File: src/sv/lcfd_pkg.sv
// Shared types, codes and the CRC-16/CCITT-FALSE byte update for the frame deframer.
package lcfd_pkg;

  localparam int LEN_W = 9;
  localparam int CRC_W = 16;
  localparam int IDLE_W = 16;
  localparam int CFG_DATA_W = 16;
  localparam int OUT_TDATA_W = 24;

  localparam logic [LEN_W-1:0] MAX_LEN_LIMIT = 9'd256;
  localparam logic [LEN_W-1:0] MAX_LEN_RESET = 9'd256;
  localparam logic [IDLE_W-1:0] IDLE_TIMEOUT_RESET = 16'd20;
  localparam logic [CRC_W-1:0] CRC_INIT = 16'hFFFF;
  localparam logic [CRC_W-1:0] CRC_POLY = 16'h1021;
  localparam logic [IDLE_W-1:0] IDLE_MAX = 16'hFFFF;

  // configuration register indexes
  localparam logic REG_MAX_LEN = 1'b0;
  localparam logic REG_IDLE_TIMEOUT = 1'b1;

  // input kinds
  localparam logic KIND_BYTE = 1'b0;
  localparam logic KIND_TICK = 1'b1;

  // result status codes
  localparam logic [1:0] ST_PAYLOAD = 2'd0;
  localparam logic [1:0] ST_CRC_GOOD = 2'd1;
  localparam logic [1:0] ST_CRC_BAD = 2'd2;
  localparam logic [1:0] ST_ABORT = 2'd3;

  typedef struct packed {
    logic       kind;
    logic [7:0] rx_byte;
  } in_item_t;

  typedef struct packed {
    logic [7:0]       out_byte;
    logic [1:0]       status;
    logic             frame_end;
    logic [LEN_W-1:0] frame_length;
  } result_t;

  // MSB-first CRC over one byte, eight shift steps unrolled
  function automatic logic [CRC_W-1:0] crc_update(input logic [CRC_W-1:0] crc_in,
                                                  input logic [7:0] data);
    logic [CRC_W-1:0] c;
    c = crc_in ^ {data, 8'h00};
    for (int i = 0; i < 8; i++) begin
      if (c[CRC_W-1]) begin
        c = {c[CRC_W-2:0], 1'b0} ^ CRC_POLY;
      end else begin
        c = {c[CRC_W-2:0], 1'b0};
      end
    end
    return c;
  endfunction

endpackage

File: src/sv/lcfd_in_stage.sv
// Input register stage: holds one accepted item until the core takes it.
module lcfd_in_stage (
  input  logic              clk,
  input  logic              rst,
  input  logic              s_tvalid,
  output logic              s_tready,
  input  logic [7:0]        s_tdata,   // [7:0] rx_byte
  input  logic              s_tuser,   // [0] kind
  input  logic              advance,
  output logic              item_valid,
  output lcfd_pkg::in_item_t item
);
  import lcfd_pkg::*;

  assign s_tready = !item_valid || advance;

  always_ff @(posedge clk) begin
    if (rst) begin
      item_valid <= 1'b0;
    end else if (s_tvalid && s_tready) begin
      item_valid <= 1'b1;
    end else if (advance) begin
      item_valid <= 1'b0;
    end
  end

  always_ff @(posedge clk) begin
    if (s_tvalid && s_tready) begin
      item.kind <= s_tuser;
      item.rx_byte <= s_tdata;
    end
  end

endmodule

File: src/sv/lcfd_core.sv
// Deframer state machine, running CRC, idle counter and result register.
module lcfd_core (
  input  logic                          clk,
  input  logic                          rst,
  input  logic                          item_valid,
  input  lcfd_pkg::in_item_t            item,
  output logic                          advance,
  input  logic [lcfd_pkg::LEN_W-1:0]    max_payload_len,
  input  logic [lcfd_pkg::IDLE_W-1:0]   idle_timeout_ticks,
  output logic                          out_valid,
  input  logic                          out_ready,
  output lcfd_pkg::result_t             result
);
  import lcfd_pkg::*;

  localparam logic [2:0] PH_LEN0 = 3'd0;
  localparam logic [2:0] PH_LEN1 = 3'd1;
  localparam logic [2:0] PH_PAY  = 3'd2;
  localparam logic [2:0] PH_CRC0 = 3'd3;
  localparam logic [2:0] PH_CRC1 = 3'd4;

  logic [2:0]        phase, phase_next;
  logic [7:0]        length_low_byte, length_low_byte_next;
  logic [LEN_W-1:0]  expected_length, expected_length_next;
  logic [LEN_W-1:0]  bytes_received, bytes_received_next;
  logic [CRC_W-1:0]  running_crc, running_crc_next;
  logic [7:0]        crc_low_byte, crc_low_byte_next;
  logic [IDLE_W-1:0] idle_count, idle_count_next;
  logic              emit;
  result_t           result_next;

  logic [IDLE_W-1:0] idle_inc;
  logic [15:0]       len_word;
  logic [LEN_W-1:0]  len_limit;
  logic              len_bad;

  assign advance = item_valid && (!out_valid || out_ready);

  assign idle_inc = (idle_count == IDLE_MAX) ? idle_count : idle_count + 16'd1;
  assign len_word = {item.rx_byte, length_low_byte};
  assign len_limit = (max_payload_len > MAX_LEN_LIMIT) ? MAX_LEN_LIMIT : max_payload_len;
  assign len_bad = (len_word == 16'd0) || (len_word > {7'd0, len_limit});

  always_comb begin
    phase_next = phase;
    length_low_byte_next = length_low_byte;
    expected_length_next = expected_length;
    bytes_received_next = bytes_received;
    running_crc_next = running_crc;
    crc_low_byte_next = crc_low_byte;
    idle_count_next = idle_count;
    emit = 1'b0;
    result_next = '0;

    if (item.kind == KIND_TICK) begin
      idle_count_next = idle_inc;
      if (phase != PH_LEN0 && idle_inc >= idle_timeout_ticks) begin
        phase_next = PH_LEN0;
        emit = 1'b1;
        result_next.status = ST_ABORT;
        result_next.frame_end = 1'b1;
        // length not known yet when only its low byte arrived
        result_next.frame_length = (phase == PH_LEN1) ? '0 : expected_length;
      end
    end else begin
      idle_count_next = '0;
      unique case (phase)
        PH_LEN0: begin
          length_low_byte_next = item.rx_byte;
          phase_next = PH_LEN1;
        end
        PH_LEN1: begin
          if (len_bad) begin
            phase_next = PH_LEN0;
          end else begin
            expected_length_next = len_word[LEN_W-1:0];
            bytes_received_next = '0;
            running_crc_next = CRC_INIT;
            phase_next = PH_PAY;
          end
        end
        PH_PAY: begin
          running_crc_next = crc_update(running_crc, item.rx_byte);
          bytes_received_next = bytes_received + 9'd1;
          if (bytes_received_next >= expected_length) begin
            phase_next = PH_CRC0;
          end
          emit = 1'b1;
          result_next.out_byte = item.rx_byte;
          result_next.status = ST_PAYLOAD;
        end
        PH_CRC0: begin
          crc_low_byte_next = item.rx_byte;
          phase_next = PH_CRC1;
        end
        PH_CRC1: begin
          phase_next = PH_LEN0;
          emit = 1'b1;
          result_next.status = ({item.rx_byte, crc_low_byte} == running_crc) ?
                               ST_CRC_GOOD : ST_CRC_BAD;
          result_next.frame_end = 1'b1;
          result_next.frame_length = expected_length;
        end
        default: begin
          phase_next = PH_LEN0;
        end
      endcase
    end
  end

  always_ff @(posedge clk) begin
    if (rst) begin
      phase <= PH_LEN0;
      length_low_byte <= '0;
      expected_length <= '0;
      bytes_received <= '0;
      running_crc <= CRC_INIT;
      crc_low_byte <= '0;
      idle_count <= '0;
    end else if (advance) begin
      phase <= phase_next;
      length_low_byte <= length_low_byte_next;
      expected_length <= expected_length_next;
      bytes_received <= bytes_received_next;
      running_crc <= running_crc_next;
      crc_low_byte <= crc_low_byte_next;
      idle_count <= idle_count_next;
    end
  end

  always_ff @(posedge clk) begin
    if (rst) begin
      out_valid <= 1'b0;
    end else if (advance && emit) begin
      out_valid <= 1'b1;
    end else if (out_ready) begin
      out_valid <= 1'b0;
    end
  end

  always_ff @(posedge clk) begin
    if (advance && emit) begin
      result <= result_next;
    end
  end

endmodule

File: src/sv/length_crc_frame_deframer.sv
// Top level of the length-prefixed CRC-16 frame deframer.
//
//  channel   direction  handshake             payload
//  s_axis    in         s_tvalid / s_tready   tdata rx_byte, tuser kind
//  m_axis    out        m_tvalid / m_tready   tdata out_byte+frame_length, tuser status,
//                                             tlast frame_end
//  cfg       in         cfg_valid / cfg_ready cfg_index, cfg_data
//
// One item per cycle while the output is not stalled: the input register holds an
// accepted item, then the FSM and the unrolled 8-bit CRC update settle any result
// it yields into the result register; result valid is registered with it.
// Reset is synchronous; it returns the FSM to waiting for a length byte and the
// registers to max length 256 and timeout 20 ticks.
// A stalled output holds its result; the input keeps accepting while the
// output register is free or being drained in the same cycle.
module length_crc_frame_deframer (
  input  logic                              clk,
  input  logic                              rst,
  input  logic                              s_tvalid,
  output logic                              s_tready,
  input  logic [7:0]                        s_tdata,   // [7:0] rx_byte
  input  logic                              s_tuser,   // [0] kind
  output logic                              m_tvalid,
  input  logic                              m_tready,
  output logic [lcfd_pkg::OUT_TDATA_W-1:0]  m_tdata,   // [7:0] out_byte, [16:8] frame_length
  output logic [1:0]                        m_tuser,   // [1:0] status
  output logic                              m_tlast,
  input  logic                              cfg_valid,
  output logic                              cfg_ready,
  input  logic                              cfg_index,
  input  logic [lcfd_pkg::CFG_DATA_W-1:0]   cfg_data
);
  import lcfd_pkg::*;

  logic              item_valid;
  in_item_t          item;
  logic              advance;
  result_t           result;
  logic [LEN_W-1:0]  max_payload_len;
  logic [IDLE_W-1:0] idle_timeout_ticks;

  assign cfg_ready = 1'b1;

  always_ff @(posedge clk) begin
    if (rst) begin
      max_payload_len <= MAX_LEN_RESET;
      idle_timeout_ticks <= IDLE_TIMEOUT_RESET;
    end else if (cfg_valid && cfg_ready) begin
      unique case (cfg_index)
        REG_MAX_LEN:      max_payload_len <= cfg_data[LEN_W-1:0];
        REG_IDLE_TIMEOUT: idle_timeout_ticks <= cfg_data[IDLE_W-1:0];
        default: ;
      endcase
    end
  end

  lcfd_in_stage u_in_stage (
    .clk        (clk),
    .rst        (rst),
    .s_tvalid   (s_tvalid),
    .s_tready   (s_tready),
    .s_tdata    (s_tdata),
    .s_tuser    (s_tuser),
    .advance    (advance),
    .item_valid (item_valid),
    .item       (item)
  );

  lcfd_core u_core (
    .clk                (clk),
    .rst                (rst),
    .item_valid         (item_valid),
    .item               (item),
    .advance            (advance),
    .max_payload_len    (max_payload_len),
    .idle_timeout_ticks (idle_timeout_ticks),
    .out_valid          (m_tvalid),
    .out_ready          (m_tready),
    .result             (result)
  );

  assign m_tdata = {{(OUT_TDATA_W - 8 - LEN_W){1'b0}}, result.frame_length, result.out_byte};
  assign m_tuser = result.status;
  assign m_tlast = result.frame_end;

  // verdicts and payload bytes never mix their markings
  a_verdict_status: assert property (@(posedge clk) disable iff (rst)
    m_tvalid |-> (m_tlast == (m_tuser != ST_PAYLOAD)))
    else $error("frame_end does not match status");

  a_payload_no_len: assert property (@(posedge clk) disable iff (rst)
    (m_tvalid && !m_tlast) |-> (result.frame_length == '0))
    else $error("payload item carries a length");

  a_len_range: assert property (@(posedge clk) disable iff (rst)
    m_tvalid |-> (result.frame_length <= MAX_LEN_LIMIT))
    else $error("frame length above limit");

  // an empty result register always leaves room for a new item
  a_ready_when_empty: assert property (@(posedge clk) disable iff (rst)
    !m_tvalid |-> s_tready)
    else $error("input stalled with empty output");

  a_reset_clears_out: assert property (@(posedge clk)
    $past(rst) |-> !m_tvalid)
    else $error("output valid right after reset");

endmodule
File: config.mk
export PLATFORM = sky130hd
export DESIGN_NAME = length_crc_frame_deframer
export DESIGN_NICKNAME = d
export VERILOG_FILES = /design/src/sv/lcfd_pkg.sv /design/src/sv/lcfd_in_stage.sv /design/src/sv/lcfd_core.sv /design/src/sv/length_crc_frame_deframer.sv
export SDC_FILE = /design/constraint.sdc
export NUM_CORES = 1
export LEC_CHECK = 0
export BUFFER_PORTS_ARGS = -buffer_cell sky130_fd_sc_hd__buf_2
export CORE_MARGIN = 10
export CORE_UTILIZATION = 48
export CTS_CLUSTER_DIAMETER = 120
export CTS_CLUSTER_SIZE = 28
export DETAILED_ROUTE_END_ITERATION = 6
export MAX_ROUTING_LAYER = met4
export PLACE_DENSITY = 0.69
export SYNTH_ARGS = -nofsm -noshare
export SYNTH_HDL_FRONTEND = slang
export SYNTH_SLANG_ARGS = --single-unit
File: constraint.sdc
create_clock -name clk -period 12.4 [get_ports clk]
set_input_delay 0 -clock clk [delete_from_list [all_inputs] [get_ports clk]]
set_output_delay 0 -clock clk [all_outputs]
set_load 0.005 [all_outputs]
After elaboration in Yosys (flattened, before gate mapping)
Cells that the tools add are included.

cells by class
  add/sub/neg operators = 2
  order comparisons = 4
  equal/unequal tests = 9
  muxes and demuxes = 47
  bitwise gates (word level) = 13
  reductions and logical operators = 24

operators with widths
  cell                     count
  $mux W16                 17
  $mux W13                 8
  $pmux W16 S2             1
  $mux W9                  3
  $mux W12                 2
  $not A3 Y3               8
  $pmux W9 S2              1
  $add A16 B1 Y16 const B  1
  $eq A16 B16 Y1           1
  $eq A16 B16 Y1 const B   1
  $ge A16 B16 Y1           1
  $gt A16 B9 Y1            1
  $logic_not A16 Y1        1
  $xor A16 B16 Y16         1
  $pmux W3 S4              1
  $mux W10                 1
  $add A9 B1 Y9 const B    1
  $ge A9 B9 Y1             1
  $gt A9 B9 Y1 const B     1
  $mux W3                  3
  $reduce_and A3 Y1        3
  $reduce_and A4 Y1        2
  $mux W1                  7
  $eq A3 B2 Y1 const B     2
  15 further kinds         30

word-level totals
  register bits after elaboration = 125
  bits of input ports = 31
  output and inout bits = 30
  word-level logic and storage cells = 116

Logic depth before layout (Yosys ltp)
Gate-level depths: netlist of run 1.

  depth after elaboration = 32
  mapped depth = 14
  gate-level depth less buffers = 13

By module
A second synthesis of run 1 with hierarchy kept.

unflattened totals
  cells, all modules = 709
  area, all modules = 6723.9 um2

modules (own cells, without submodules)
  module                     instances  cells each  area each (um2)  sequential area each (um2)
  lcfd_core                  1          580         5252.5           2001.9
  length_crc_frame_deframer  1          115         1146.1           500.5
  lcfd_in_stage              1          14          325.3            290.3

Least setup slack after synthesis of run 1
Ideal clock, no wire load.

  path type = reg-to-reg
  start point = register u_core.idle_count[2]
  end point = register, netlist name u_core.result[0]
  setup time = 409 ps
  data arrival time = 3606 ps
  slack = 8384 ps
  stages on the path, launching flop included = 13
  buffers on the path = 0
  clock period less this slack = 4016 ps
  cells stage by stage = dfxtp_1 > and4_2 > nand4_2 > nor2_2 > and3_1 > nand3_1 > o21a_1 > ha_1 > nand4_1 > nor2_1 > nor4b_2 > o311ai_4 > a31oi_1

between the ends
  cells in the longest elaborated chain, start to end = 7

RTL lines
  what                                                      line              text
  from (decl)                                               lcfd_core.sv:28   logic [IDLE_W-1:0] idle_count, idle_count_next;
  from (signal assigned)                                    lcfd_core.sv:127  idle_count <= idle_count_next;
  $add A16 B1 Y16 / $eq A16 B16 Y1 (equally long branches)  lcfd_core.sv:39   assign idle_inc = (idle_count == IDLE_MAX) ? idle_count : idle_count + 16'd1;
  $mux W16 (*)                                              lcfd_core.sv:39
  $ge A16 B16 Y1 (*)                                        lcfd_core.sv:57   if (phase != PH_LEN0 && idle_inc >= idle_timeout_ticks) begin
  $logic_and A1 B1 Y1 (*)                                   lcfd_core.sv:57
  $mux W1 (*)                                               lcfd_core.sv:57
  $mux W1 (*)                                               lcfd_core.sv:55   if (item.kind == KIND_TICK) begin
  $logic_and A1 B1 Y1 (*)                                   lcfd_core.sv:142  if (advance && emit) begin

Mark *: on every way between the ends. The rest lies on a longest branch, timed or not.
A chain may end at the register's enable or synchronous reset.

Final worst setup path of run 1
  start point = register u_core.idle_count[2]
  end point = register, netlist name u_core.result[13]

between the ends
  cells in the longest elaborated chain, start to end = 7

RTL lines
  what                                                      line
  $add A16 B1 Y16 / $eq A16 B16 Y1 (equally long branches)  lcfd_core.sv:39
  $mux W16 (*)                                              lcfd_core.sv:39
  $ge A16 B16 Y1 (*)                                        lcfd_core.sv:57
  $logic_and A1 B1 Y1 (*)                                   lcfd_core.sv:57
  $mux W1 (*)                                               lcfd_core.sv:57
  $mux W1 (*)                                               lcfd_core.sv:55
  $logic_and A1 B1 Y1 (*)                                   lcfd_core.sv:142

Marked as above.

==> impl_summary.txt, run 1 <==
----------------------------------------------------
[Critical path]
  Critical setup path kind ... reg2reg
  Highest cell delay on the worst timing path ... 0.93 ns
  Max FO, Critical Path ... 20
  Arrival time of the worst setup path ... ~4.2 ns
  Data required time at the worst endpoint ... 12.44 ns
  Endpoint type of the worst setup path ... flop
  Nature of the critical path startpoint ... flop
  Max stage delay cell, worst path ... a31oi_2
  Sequence of cells on the critical path ... and4_2, nand4_2, nor2_2, and3_1, nand3_1, o21a_1, ha_1, nand4_1, nor2_1, nor4b_2, o311ai_4, a31oi_2

[Worst hold path]
  Class of the tightest hold or removal check ... in2reg

[CTS]
  Number of clock sinks seen by CTS ... 125
  CTS tree ... built
  Clock tree buffer depth ... 2
  Clock buffer count from CTS ... 17
  Clock-pin slew reported for the worst setup and hold paths after clock tree synthesis ... ~0.06 ns
  Resized Gates After CTS ... 0
  Post-CTS Setup Bufs ... 0
  Clk Latency, worst-skew pair ... 0.43 ns
  Total number of H-tree levels ... 4
  Clock Tree Root ... clkbuf_16

[STA]
  Number of slew-limit violations in the final report ... 0
  Clock period minus worst slack ... between 4 and 5 ns
  Ratio of final minimum period to clock period ... 0.334
  Final hold slack ... 0.0773 ns
  Transition time of the tightest slew-check pin ... 1.16 ns
  Worst setup skew after layout ... 0.0113 ns
  Count of final setup violators ... 0
  Setup slack after layout ... 8.26 ns
  Max Clock Freq ... 241 MHz
  Setup repair after global routing missed its margin ... no
  Fin. Hold Viols ... 0
  Total Neg Setup Slack ... 0 ns
  Worst slew margin relative to its limit ... 0.228

[Floorplanning]
  Num rows ... 43
  Die height ... 139 um
  I/O pin count ... 61
  Width of the chip ... 139 um
  Effective utilization at floorplan ... 0.488
  Area inside the core boundary ... approximately 0.014 mm2
  Die Area ... 0.0193 mm2

[Routing]
  Met2 wire length ... between 7000 and 8000 um
  Iteration-0 DRC count of the detailed router ... 349
  Uppermost metal layer occupied by signal nets ... met4
  Antenna Nets Post-Route ... 0
  Remaining routing DRC violations ... 0
  Detailed-routing wirelength on met1 ... 7550 um
  Total Routed Length ... roughly 16000 um
  Vias post-DR ... 5547
  WL met3 ... 699 um
  Number of iterations in the first detailed-routing pass ... 5
  Wire length per cell ... 16.1 um
  Via-to-Cell Ratio ... between 5 and 6

[Synthesis]
  Largest area contributor in the synthesized netlist ... dfxtp_1
  Ranking of synthesized cells by area ... dfxtp_1, edfxtp_1, ha_1
  Number of enable flip-flop cells after synthesis ... 29
  Cell count after synthesis ... ~760
  Cell area after technology mapping ... 0.00678 mm2
  Synthesis warning total ... 0
  Most instantiated flip-flop cell in the synthesis netlist ... dfxtp_1
  Share of flip-flops with an asynchronous set or reset after synthesis ... 0
  Sequential element share of the synthesized area ... 0.412
  Count of cell types in the netlist ... 69
  Synthesis-stage register bit count ... 125
  Average size of a mapped cell ... roughly 8.9 um2
  Top-area cell type share of the netlist area ... 0.284

[Global route]
  Vias in the first global route ... 5438
  Aggregate global routing overflow ... 0
  First-pass GRT wire length ... 27000 um
  Antenna violations before repair ... 0
  Total GRT Usage ... 0.172
  Largest net degree at the start of global routing ... roughly 100

[Power and ir drop]
  Leakage power total ... 3.18 nW
  Overall power of the completed layout ... between 1 and 1.5 mW
  Power density over the cells ... 127 mW/mm2
  Peak supply drop ... 0.111 mV

[Finish]
  Fill cell instance count of the final layout ... 1244
  Fraction of layout cells with a size suffix above 1 ... 0.130
  Count of inserted antenna diode cells ... 0
  Post-route design area ... 0.00794 mm2
  Post-Layout Cell Count ... a little over 1k
  Highest-count cells in the layout ignoring fill and taps ... dfxtp_1, nand2_1, nor2_1
  Area added between synthesis and finish ... 17.2%
  Total number of nets in the final design ... 884
  Fraction of the core area covered by cells at the end of the flow ... 0.572
  Most common library cell in the layout ignoring fill and taps ... dfxtp_1

[Place]
  Cell area after placement ... slightly above 0.007 mm2
  Dpl hpwl ... 11400 um
  Post-place setup slack ... 8.26 ns
  DP Cell Count ... 949
  Number of port buffers ... 52
  Routability cong. ... roughly 0.91

[Flow run]
  Count of max-cap constraint violations ... 0

[Outcome]
  Result of the run ... finished clean

----------------------------------------------------
[logic make-up after synthesis]
family / Yosys count / synth area share
xor gates and xnor gates: 51 / 0.0659
and+or+nand+nor: 296 / 0.221
DFF: 125 / 0.412
adders and majority gates: 36 / 0.0665
buffers and inverters: 77 / 0.0513
AOI/OAI and AO/OA: 134 / 0.127
other: 2 / 0.00111
muxes: 37 / 0.0556
[cell usage after synthesis, types with 3 or more instances]
cell type,n
dfxtp_1,96
nand2_1,88
nor2_1,74
a21oi_1,64
ha_1,36
mux2i_1,35
xnor2_1,31
edfxtp_1,29
inv_1,28
clkbuf_1,24
xor2_1,20
nand3_1,18
nand4_1,17
nand2b_1,15
and2_1,14
nor3_1,14
and3_1,11
buf_4,10
o21ai_1,9
o31ai_1,9
or3_1,9
o21ai_0,8
a31oi_1,7
buf_1,7
nand3b_1,6
nor2b_1,6
buf_2,5
nor4_1,5
a21o_1,4
o211ai_1,4
and4_1,3
[power breakdown]
group          internal, mW  switching [mW]
registers             0.424          0.0111
logic                0.0302          0.0457
clock network         0.295           0.200
[flip-flops by register name (all words and copies together), names as in the netlist, 8 cells and up]
name                    count
u_core.result              20
idle_timeout_ticks         16
u_core.idle_count          16
u_core.running_crc         16
max_payload_len             9
u_core.bytes_received       9
u_core.expected_length      9
u_in_stage.item             9
u_core.crc_low_byte         8
u_core.length_low_byte      8
[worst paths after layout]
path                      endpoint  depth (start not counted)  slack (ns)                  start
min             max_payload_len[1]                          4        0.08              cfg_valid
max              u_core.result[13]                         12        8.26   u_core.idle_count[2]
max reg2reg      u_core.result[13]                         12        8.26   u_core.idle_count[2]
min reg2reg  idle_timeout_ticks[9]                          2        0.45  idle_timeout_ticks[9]
[area by class of cell]
| class | instances | area [um2] | share of cell area |
|---|---|---|---|
| Clock buffer | 18 | 450 | 0.0567 |
| Clock inverter | 14 | 144 | 0.0181 |
| Inverter | 29 | 109 | 0.0137 |
| Multi-Input combinational cell | 562 | 3660 | 0.461 |
| Sequential cell | 125 | 2790 | 0.352 |
| Tap cell | 180 | 225 | 0.0284 |
| Timing Repair Buffer | 82 | 558 | 0.0703 |
[repair_timing]
| item | in CTS | in global routing |
|---|---|---|
| hold buffers | 29 | 0 |
| endpoints found under the setup margin | 0 | 0 |
| hold endpoints to repair | 36 | 0 |
[layer usage]
layer  GRT usage  vias to the layer above
li1            -                     2773
met5           -                        -
met3      0.0346                       26
met2       0.275                      130
met4      0.0610                        0
met1       0.211                     2618
[worst max-delay path: cells and delay by family (launching register included)]
kind                     cells  cell delay [ns]
AO/OA/AOI/OAI                3             1.23
adder cells (fa/ha/maj)      1             0.30
flip-flops                   1             0.44
AND/OR/NAND/NOR              8             1.77
(Power assumes the default switching activity.)
==> run 2: changes to the inputs <==
Settings changed: PLACE_DENSITY 0.69 to 0.71.
Clock period 12.4 ns to 3.6 ns, I/O delays scaled along.
==> run 2 against run 1 <==
Power grew to 3.6 times the previous value; clock skew is 0.0048 ns lower; maximum frequency is 19% higher; clock power grew to 3.7 times the previous value; count of clock-buffer cells in the layout is 2 higher; largest power group unchanged; highest routed layer unchanged.
==> impl_summary.txt, run 2 (synthesis results as in run 1) <==
----------------------------------------------------
[Outcome]
  Result of the run ... finished clean (unchanged)

[Critical path]
  Register-to-Register Path Depth ... 12 (unchanged)
  Endpoint type of the worst setup path ... flop (unchanged)
  Data required time at the worst endpoint ... 3.77 ns (was 12.44 ns)
  Max stage delay cell, worst path ... or4_4 (was a31oi_2)
  Critical setup path kind ... reg2reg (unchanged)
  Arrival time of the worst setup path ... 3.65 ns (was 4.19 ns)
  Highest cell delay on the worst timing path ... 0.52 ns (was 0.93 ns)
  Nature of the critical path startpoint ... flop (unchanged)
  Capture instance of the worst register-to-register path ... u_core.result[2] (was u_core.result[13])
  Reg-to-reg setup timing slack ... 0.11 ns (was 8.26 ns)
  Sequence of cells on the critical path ... and3_1, and3_4, a311o_1, xnor2_1, ha_1, a21oi_2, nor3_1, or4_4, o311ai_4, buf_4, a22oi_2, and2_1 (was and4_2, nand4_2, nor2_2, and3_1, nand3_1, o21a_1, ha_1, nand4_1, nor2_1, nor4b_2, o311ai_4, a31oi_2)
  Startpoint of the most critical register-to-register path ... u_core.idle_count[15] (was u_core.idle_count[2])
  Worst setup path startpoint ... u_core.idle_count[15] (was u_core.idle_count[2])
  Max FO, Critical Path ... 6 (was 20)

[Power and ir drop]
  Leakage power total ... 3.33 nW (was 3.18 nW)
  Overall power of the completed layout ... 3.58 mW (was 1.01 mW)
  Peak supply drop ... 0.318 mV (was 0.111 mV)
  Power density over the cells ... 434 mW/mm2 (was 127 mW/mm2)

[Floorplanning]
  Num rows ... 43 (unchanged)
  Die Area ... 0.0193 mm2 (unchanged)
  Width of the chip ... 139 um (unchanged)
  Area inside the core boundary ... 0.0139 mm2 (unchanged)
  I/O pin count ... 61 (unchanged)
  Effective utilization at floorplan ... 0.488 (unchanged)
  Die height ... 139 um (unchanged)

[STA]
  Clock period minus worst slack ... 3.49 ns (was 4.14 ns)
  Worst slew margin relative to its limit ... 0.297 (was 0.228)
  Ratio of final minimum period to clock period ... 0.968 (was 0.334)
  Count of final setup violators ... 0 (unchanged)
  Fin. Hold Viols ... 0 (unchanged)
  Number of slew-limit violations in the final report ... 0 (unchanged)
  Max Clock Freq ... 287 MHz (was 241 MHz)
  Worst setup skew after layout ... 0.00652 ns (was 0.0113 ns)
  Transition time of the tightest slew-check pin ... 1.05 ns (was 1.16 ns)
  Final hold slack ... 0.0209 ns (was 0.0773 ns)

[CTS]
  Total number of H-tree levels ... 4 (unchanged)
  Clock tree buffer depth ... 2 (unchanged)
  Clock-pin slew reported for the worst setup and hold paths after clock tree synthesis ... 0.06 ns (about the same)
  CTS tree ... built (unchanged)
  Clock buffer count from CTS ... 17 (unchanged)
  Clk Latency, worst-skew pair ... 0.42 ns (was 0.43 ns)
  Clock Tree Root ... clkbuf_16 (unchanged)
  Number of clock sinks seen by CTS ... 125 (unchanged)

[Flow run]
  Count of max-cap constraint violations ... 0 (unchanged)

[Worst hold path]
  Cells on Worst Hold Path ... 2 (was 4)
  Min-Delay Startpoint ... rst (was cfg_valid)
  Class of the tightest hold or removal check ... in2reg (unchanged)
  Min-Delay Endpoint ... u_core.crc_low_byte[7] (was max_payload_len[1])

[Place]
  Number of port buffers ... 52 (unchanged)
  Routability cong. ... 0.879 (was 0.909)
  DP Cell Count ... 965 (was 949)
  Dpl hpwl ... 11400 um (about the same)

[Global route]
  First-pass GRT wire length ... 27700 um (was 27000 um)
  Largest net degree at the start of global routing ... 81 (was 103)
  Antenna violations before repair ... 0 (unchanged)
  Aggregate global routing overflow ... 0 (unchanged)
  Vias in the first global route ... 5453 (was 5438)
  Total GRT Usage ... 0.176 (was 0.172)

[Finish]
  Register ranked first by flip-flop count ... u_core.result (unchanged)
  Flip-flop count of the largest register after layout ... 20 (unchanged)
  Post-Layout Cell Count ... 1033 (was 1010)
  Most common library cell in the layout ignoring fill and taps ... dfxtp_1 (unchanged)
  Total number of nets in the final design ... 907 (was 884)
  Count of inserted antenna diode cells ... 0 (unchanged)
  Highest-count cells in the layout ignoring fill and taps ... dfxtp_1, nand2_1, nor2_1 (unchanged)
  Fraction of layout cells with a size suffix above 1 ... 0.166 (was 0.130)
  Area added between synthesis and finish ... 21.7% (was 17.2%)

[Routing]
  Vias post-DR ... 5584 (was 5547)
  Via-to-Cell Ratio ... 5.41 (was 5.49)
  Antenna Nets Post-Route ... 0 (unchanged)
  Total Routed Length ... 16600 um (was 16200 um)
  Iteration-0 DRC count of the detailed router ... 322 (was 349)
  Wire length per cell ... 16.0 um (was 16.1 um)
  Number of iterations in the first detailed-routing pass ... 5 (unchanged)
  Remaining routing DRC violations ... 0 (unchanged)

----------------------------------------------------
run 2: cell count changes in the layout (fill, tap and decap cells not counted), moves of 3 or more:
cell | before | now
inv_8 | 3 | 0
buf_4 | 1 | 20
inv_6 | 6 | 2
dfxtp_1 | 96 | 91
dfxtp_2 | 0 | 5
run 2: per-stage QoR:
step           cell area (um2)  utilization  setup slack, ns  setup TNS [ns]
6_report                  8250        0.594            0.115               0
5_1_grt                   8250        0.594          -0.0109         -0.0265
4_1_cts                   8130        0.585           0.0616               0
3_5_place_dp              7190        0.518           0.0685               0
3_3_place_gp              7190        0.518            0.150               0
2_1_floorplan             6800            -           0.0559               0
run 2: repair_timing:
action / in CTS / in global routing
buffers inserted: 0 / 4
setup endpoints to repair: 0 / 35
hold buffers: 30 / 0
endpoints found under the hold margin: 36 / 0
gates resized for setup: 0 / 19
run 2: final cells by class:
class / instances / area, um2
clock buffers: 20 / 478
clock inverters: 12 / 158
fillers: 1230 / 5630
inverters: 29 / 109
multi-input cells: 563 / 3720
flip-flops and latches: 125 / 2800
well taps: 180 / 225
repair buffers: 104 / 756
run 2: worst max-delay path: cells and delay by family (launching register included):
family	cells	cell delay, ns
simple gates	5	1.23
compound gates	4	1.00
flops	1	0.35
fa+ha+maj	1	0.33
buf+inv	1	0.18
xor+xnor	1	0.14
run 2: where the power goes:
group	switching (mW)	leakage, nW	internal, mW	total (mW)
Sequential	0.0390	1.10	1.46	1.50
Combinational	0.158	1.92	0.106	0.265
Clock	0.647	0.304	1.17	1.82
run 2: worst max-delay path by stage:
stage | endpoint | slack (ns)
after floorplan | u_core.result[0] | 0.06
after detailed placement | u_core.result[0] | 0.07
after global placement | u_core.result[1] | 0.15
final | u_core.result[2] | 0.11
after CTS | u_core.result[0] | 0.06
after global routing | u_core.result[2] | -0.01
run 2: layer usage:
layer	global-route usage	routed length, um	share of wire
met1	0.233	8290	0.50
met2	0.258	7260	0.44
met3	0.0414	754	0.045
met4	0.0582	264	0.016
met5	-	0	0
==> run 3: changes to the inputs <==
Settings changed: BUFFER_PORTS_ARGS -buffer_cell sky130_fd_sc_hd__buf_2 to -buffer_cell sky130_fd_sc_hd__clkbuf_2, MAX_ROUTING_LAYER met4 to default, SLEW_MARGIN from default to 20.
==> run 3 against run 2 <==
Count of clock-buffer cells in the layout rose by 5; setup slack worse by 0.041 ns; first-iteration DRC count up 17%.
==> impl_summary.txt, run 3 (synthesis results as in run 1) <==
----------------------------------------------------
[Power and ir drop]
  Peak supply drop ... 0.305 mV (was 0.318 mV)
  Portion of total power attributed to the clock network ... 0.481 (was 0.507)
  Leakage power total ... 3.30 nW (was 3.33 nW)
  Register share of total power ... 0.438 (was 0.419)
  Switching portion of total power ... 0.236 (about the same)
  Int Power ... 2.60 mW (was 2.74 mW)
  Switching power of the nets ... 0.802 mW (was 0.844 mW)
  Overall power of the completed layout ... 3.40 mW (was 3.58 mW)
  Power density over the cells ... 416 mW/mm2 (was 434 mW/mm2)
  Part of the power in combinational logic ... 0.080 (was 0.074)

[STA]
  Max Clock Freq ... 284 MHz (was 287 MHz)
  Final hold slack ... 0.0222 ns (was 0.0209 ns)
  Number of slew-limit violations in the final report ... 0 (unchanged)
  Total Neg Setup Slack ... 0 ns (unchanged)
  Ratio of final minimum period to clock period ... 0.979 (was 0.968)
  Worst slew margin relative to its limit ... 0.263 (was 0.297)
  Fin. Hold Viols ... 0 (unchanged)
  Setup slack after layout ... 0.0743 ns (was 0.115 ns)
  Worst setup skew after layout ... 0.00664 ns (was 0.00652 ns)
  Count of final setup violators ... 0 (unchanged)
  Clock period minus worst slack ... 3.53 ns (was 3.49 ns)
  Transition time of the tightest slew-check pin ... 1.11 ns (was 1.05 ns)

[Routing]
  Antenna Nets Post-Route ... 0 (unchanged)
  Via-to-Cell Ratio ... 5.37 (was 5.41)
  Wire length per cell ... 16.0 um (about the same)
  Remaining routing DRC violations ... 0 (unchanged)
  Vias post-DR ... 5548 (was 5584)
  Total Routed Length ... 16600 um (about the same)
  Iteration-0 DRC count of the detailed router ... 377 (was 322)
  Number of iterations in the first detailed-routing pass ... 4 (was 5)

[Finish]
  Highest-count cells in the layout ignoring fill and taps ... dfxtp_1, nand2_1, nor2_1 (unchanged)
  Fraction of layout cells with a size suffix above 1 ... 0.165 (was 0.166)
  Count of inserted antenna diode cells ... 0 (unchanged)
  Register ranked first by flip-flop count ... u_core.result (unchanged)
  Flip-flop count of the largest register after layout ... 20 (unchanged)
  Most common library cell in the layout ignoring fill and taps ... dfxtp_1 (unchanged)
  Fill cell instance count of the final layout ... 1221 (was 1230)
  Total number of nets in the final design ... 907 (unchanged)
  Post-Layout Cell Count ... 1033 (unchanged)
  Area added between synthesis and finish ... 20.7% (was 21.7%)

[Place]
  Post-place setup slack ... 0.0717 ns (was 0.0685 ns)
  Number of port buffers ... 52 (unchanged)
  Routability cong. ... 0.852 (was 0.879)
  DP Cell Count ... 968 (was 965)
  Dpl hpwl ... 11200 um (was 11400 um)

[CTS]
  Number of clock sinks seen by CTS ... 125 (unchanged)
  Clk Latency, worst-skew pair ... 0.42 ns (about the same)
  CTS tree ... built (unchanged)
  Clock Tree Root ... clkbuf_16 (unchanged)
  Clock buffer count from CTS ... 17 (unchanged)
  Clock tree buffer depth ... 2 (unchanged)
  Clock-pin slew reported for the worst setup and hold paths after clock tree synthesis ... 0.06 ns (about the same)
  Total number of H-tree levels ... 4 (unchanged)

[Critical path]
  Critical setup path kind ... reg2reg (unchanged)
  Arrival time of the worst setup path ... 3.70 ns (was 3.65 ns)
  Data required time at the worst endpoint ... 3.77 ns (about the same)
  Nature of the critical path startpoint ... flop (unchanged)
  Max FO, Critical Path ... 7 (was 6)
  Endpoint type of the worst setup path ... flop (unchanged)

[Floorplanning]
  Effective utilization at floorplan ... 0.488 (unchanged)
  Num rows ... 43 (unchanged)
  Die Area ... 0.0193 mm2 (unchanged)
  Die height ... 139 um (unchanged)
  Width of the chip ... 139 um (unchanged)
  I/O pin count ... 61 (unchanged)
  Area inside the core boundary ... 0.0139 mm2 (unchanged)

[Global route]
  Vias in the first global route ... 5305 (was 5453)
  Largest net degree at the start of global routing ... 73 (was 81)
  Aggregate global routing overflow ... 0 (unchanged)
  Total GRT Usage ... 0.168 (was 0.176)
  Antenna violations before repair ... 0 (unchanged)
  First-pass GRT wire length ... 27000 um (was 27700 um)

[Worst hold path]
  Class of the tightest hold or removal check ... in2reg (unchanged)

[Outcome]
  Result of the run ... finished clean (unchanged)

[Flow run]
  Count of max-cap constraint violations ... 0 (unchanged)

----------------------------------------------------
==> run 3: worst max-delay path, stage by stage, from the launching register on <==
cell and delay, ns:
dfxtp_1 0.41, ha_2 0.25, nand4_4 0.18, nor2_2 0.16, mux2_2 0.36, ha_1 0.29, nand4_1 0.14, nor3_1 0.07
or4_4 0.51, o311ai_4 0.44, buf_4 0.20, a22oi_2 0.08, and2_1 0.21
==> run 3: metrics by stage <==
stage,cell area [um2],utilization
after global routing,8180,0.589
after global placement,7210,0.520
after detailed placement,7210,0.520
final,8180,0.589
after CTS,8050,0.580
after floorplan,6800,-
==> run 3: path summary, 6_finish.rpt <==
kind | startpoint | end | slack [ns] | cells after the start
worst max-delay path | u_core.idle_count[1] | u_core.result[4] | 0.07 | 12
worst min-delay path | cfg_index | max_payload_len[7] | 0.02 | 4
worst max register to register | u_core.idle_count[1] | u_core.result[4] | 0.07 | 12
worst min register to register | max_payload_len[6] | max_payload_len[6] | 0.45 | 2
==> run 3: cell type report <==
type	instances	area [um2]	share of cell area
clock buffers	25	505	0.0618
clock inverters	7	62.6	0.00765
inverters	29	109	0.0133
multi-input cells	563	3730	0.456
flip-flops and latches	125	2800	0.342
well taps	180	225	0.0275
repair buffers	104	748	0.0915
==> run 3: timing repair <==
| item | in CTS | in global routing |
|---|---|---|
| setup endpoints to repair | 0 | 33 |
| hold buffers | 27 | 0 |
| buffers inserted | 0 | 4 |
| endpoints found under the hold margin | 36 | 0 |
| resized for setup | 0 | 19 |
==> run 3: power groups by stage <==
stage	clock, mW	sequential [mW]	combinational [mW]
after floorplan	0	1.51	0.188
after global placement	0	1.52	0.242
after detailed placement	0	1.52	0.243
after CTS	1.66	1.49	0.268
after global routing	1.72	1.49	0.302
final	1.64	1.49	0.273
==> run 3: layer usage <==
metal / GRT usage / share of wire / up-vias
li1: - / - / 2819
met1: 0.231 / 0.48 / 2559
met2: 0.250 / 0.45 / 153
met3: 0.0425 / 0.062 / 17
met4: 0.0560 / 0.012 / 0
met5: 0 / 0 / -
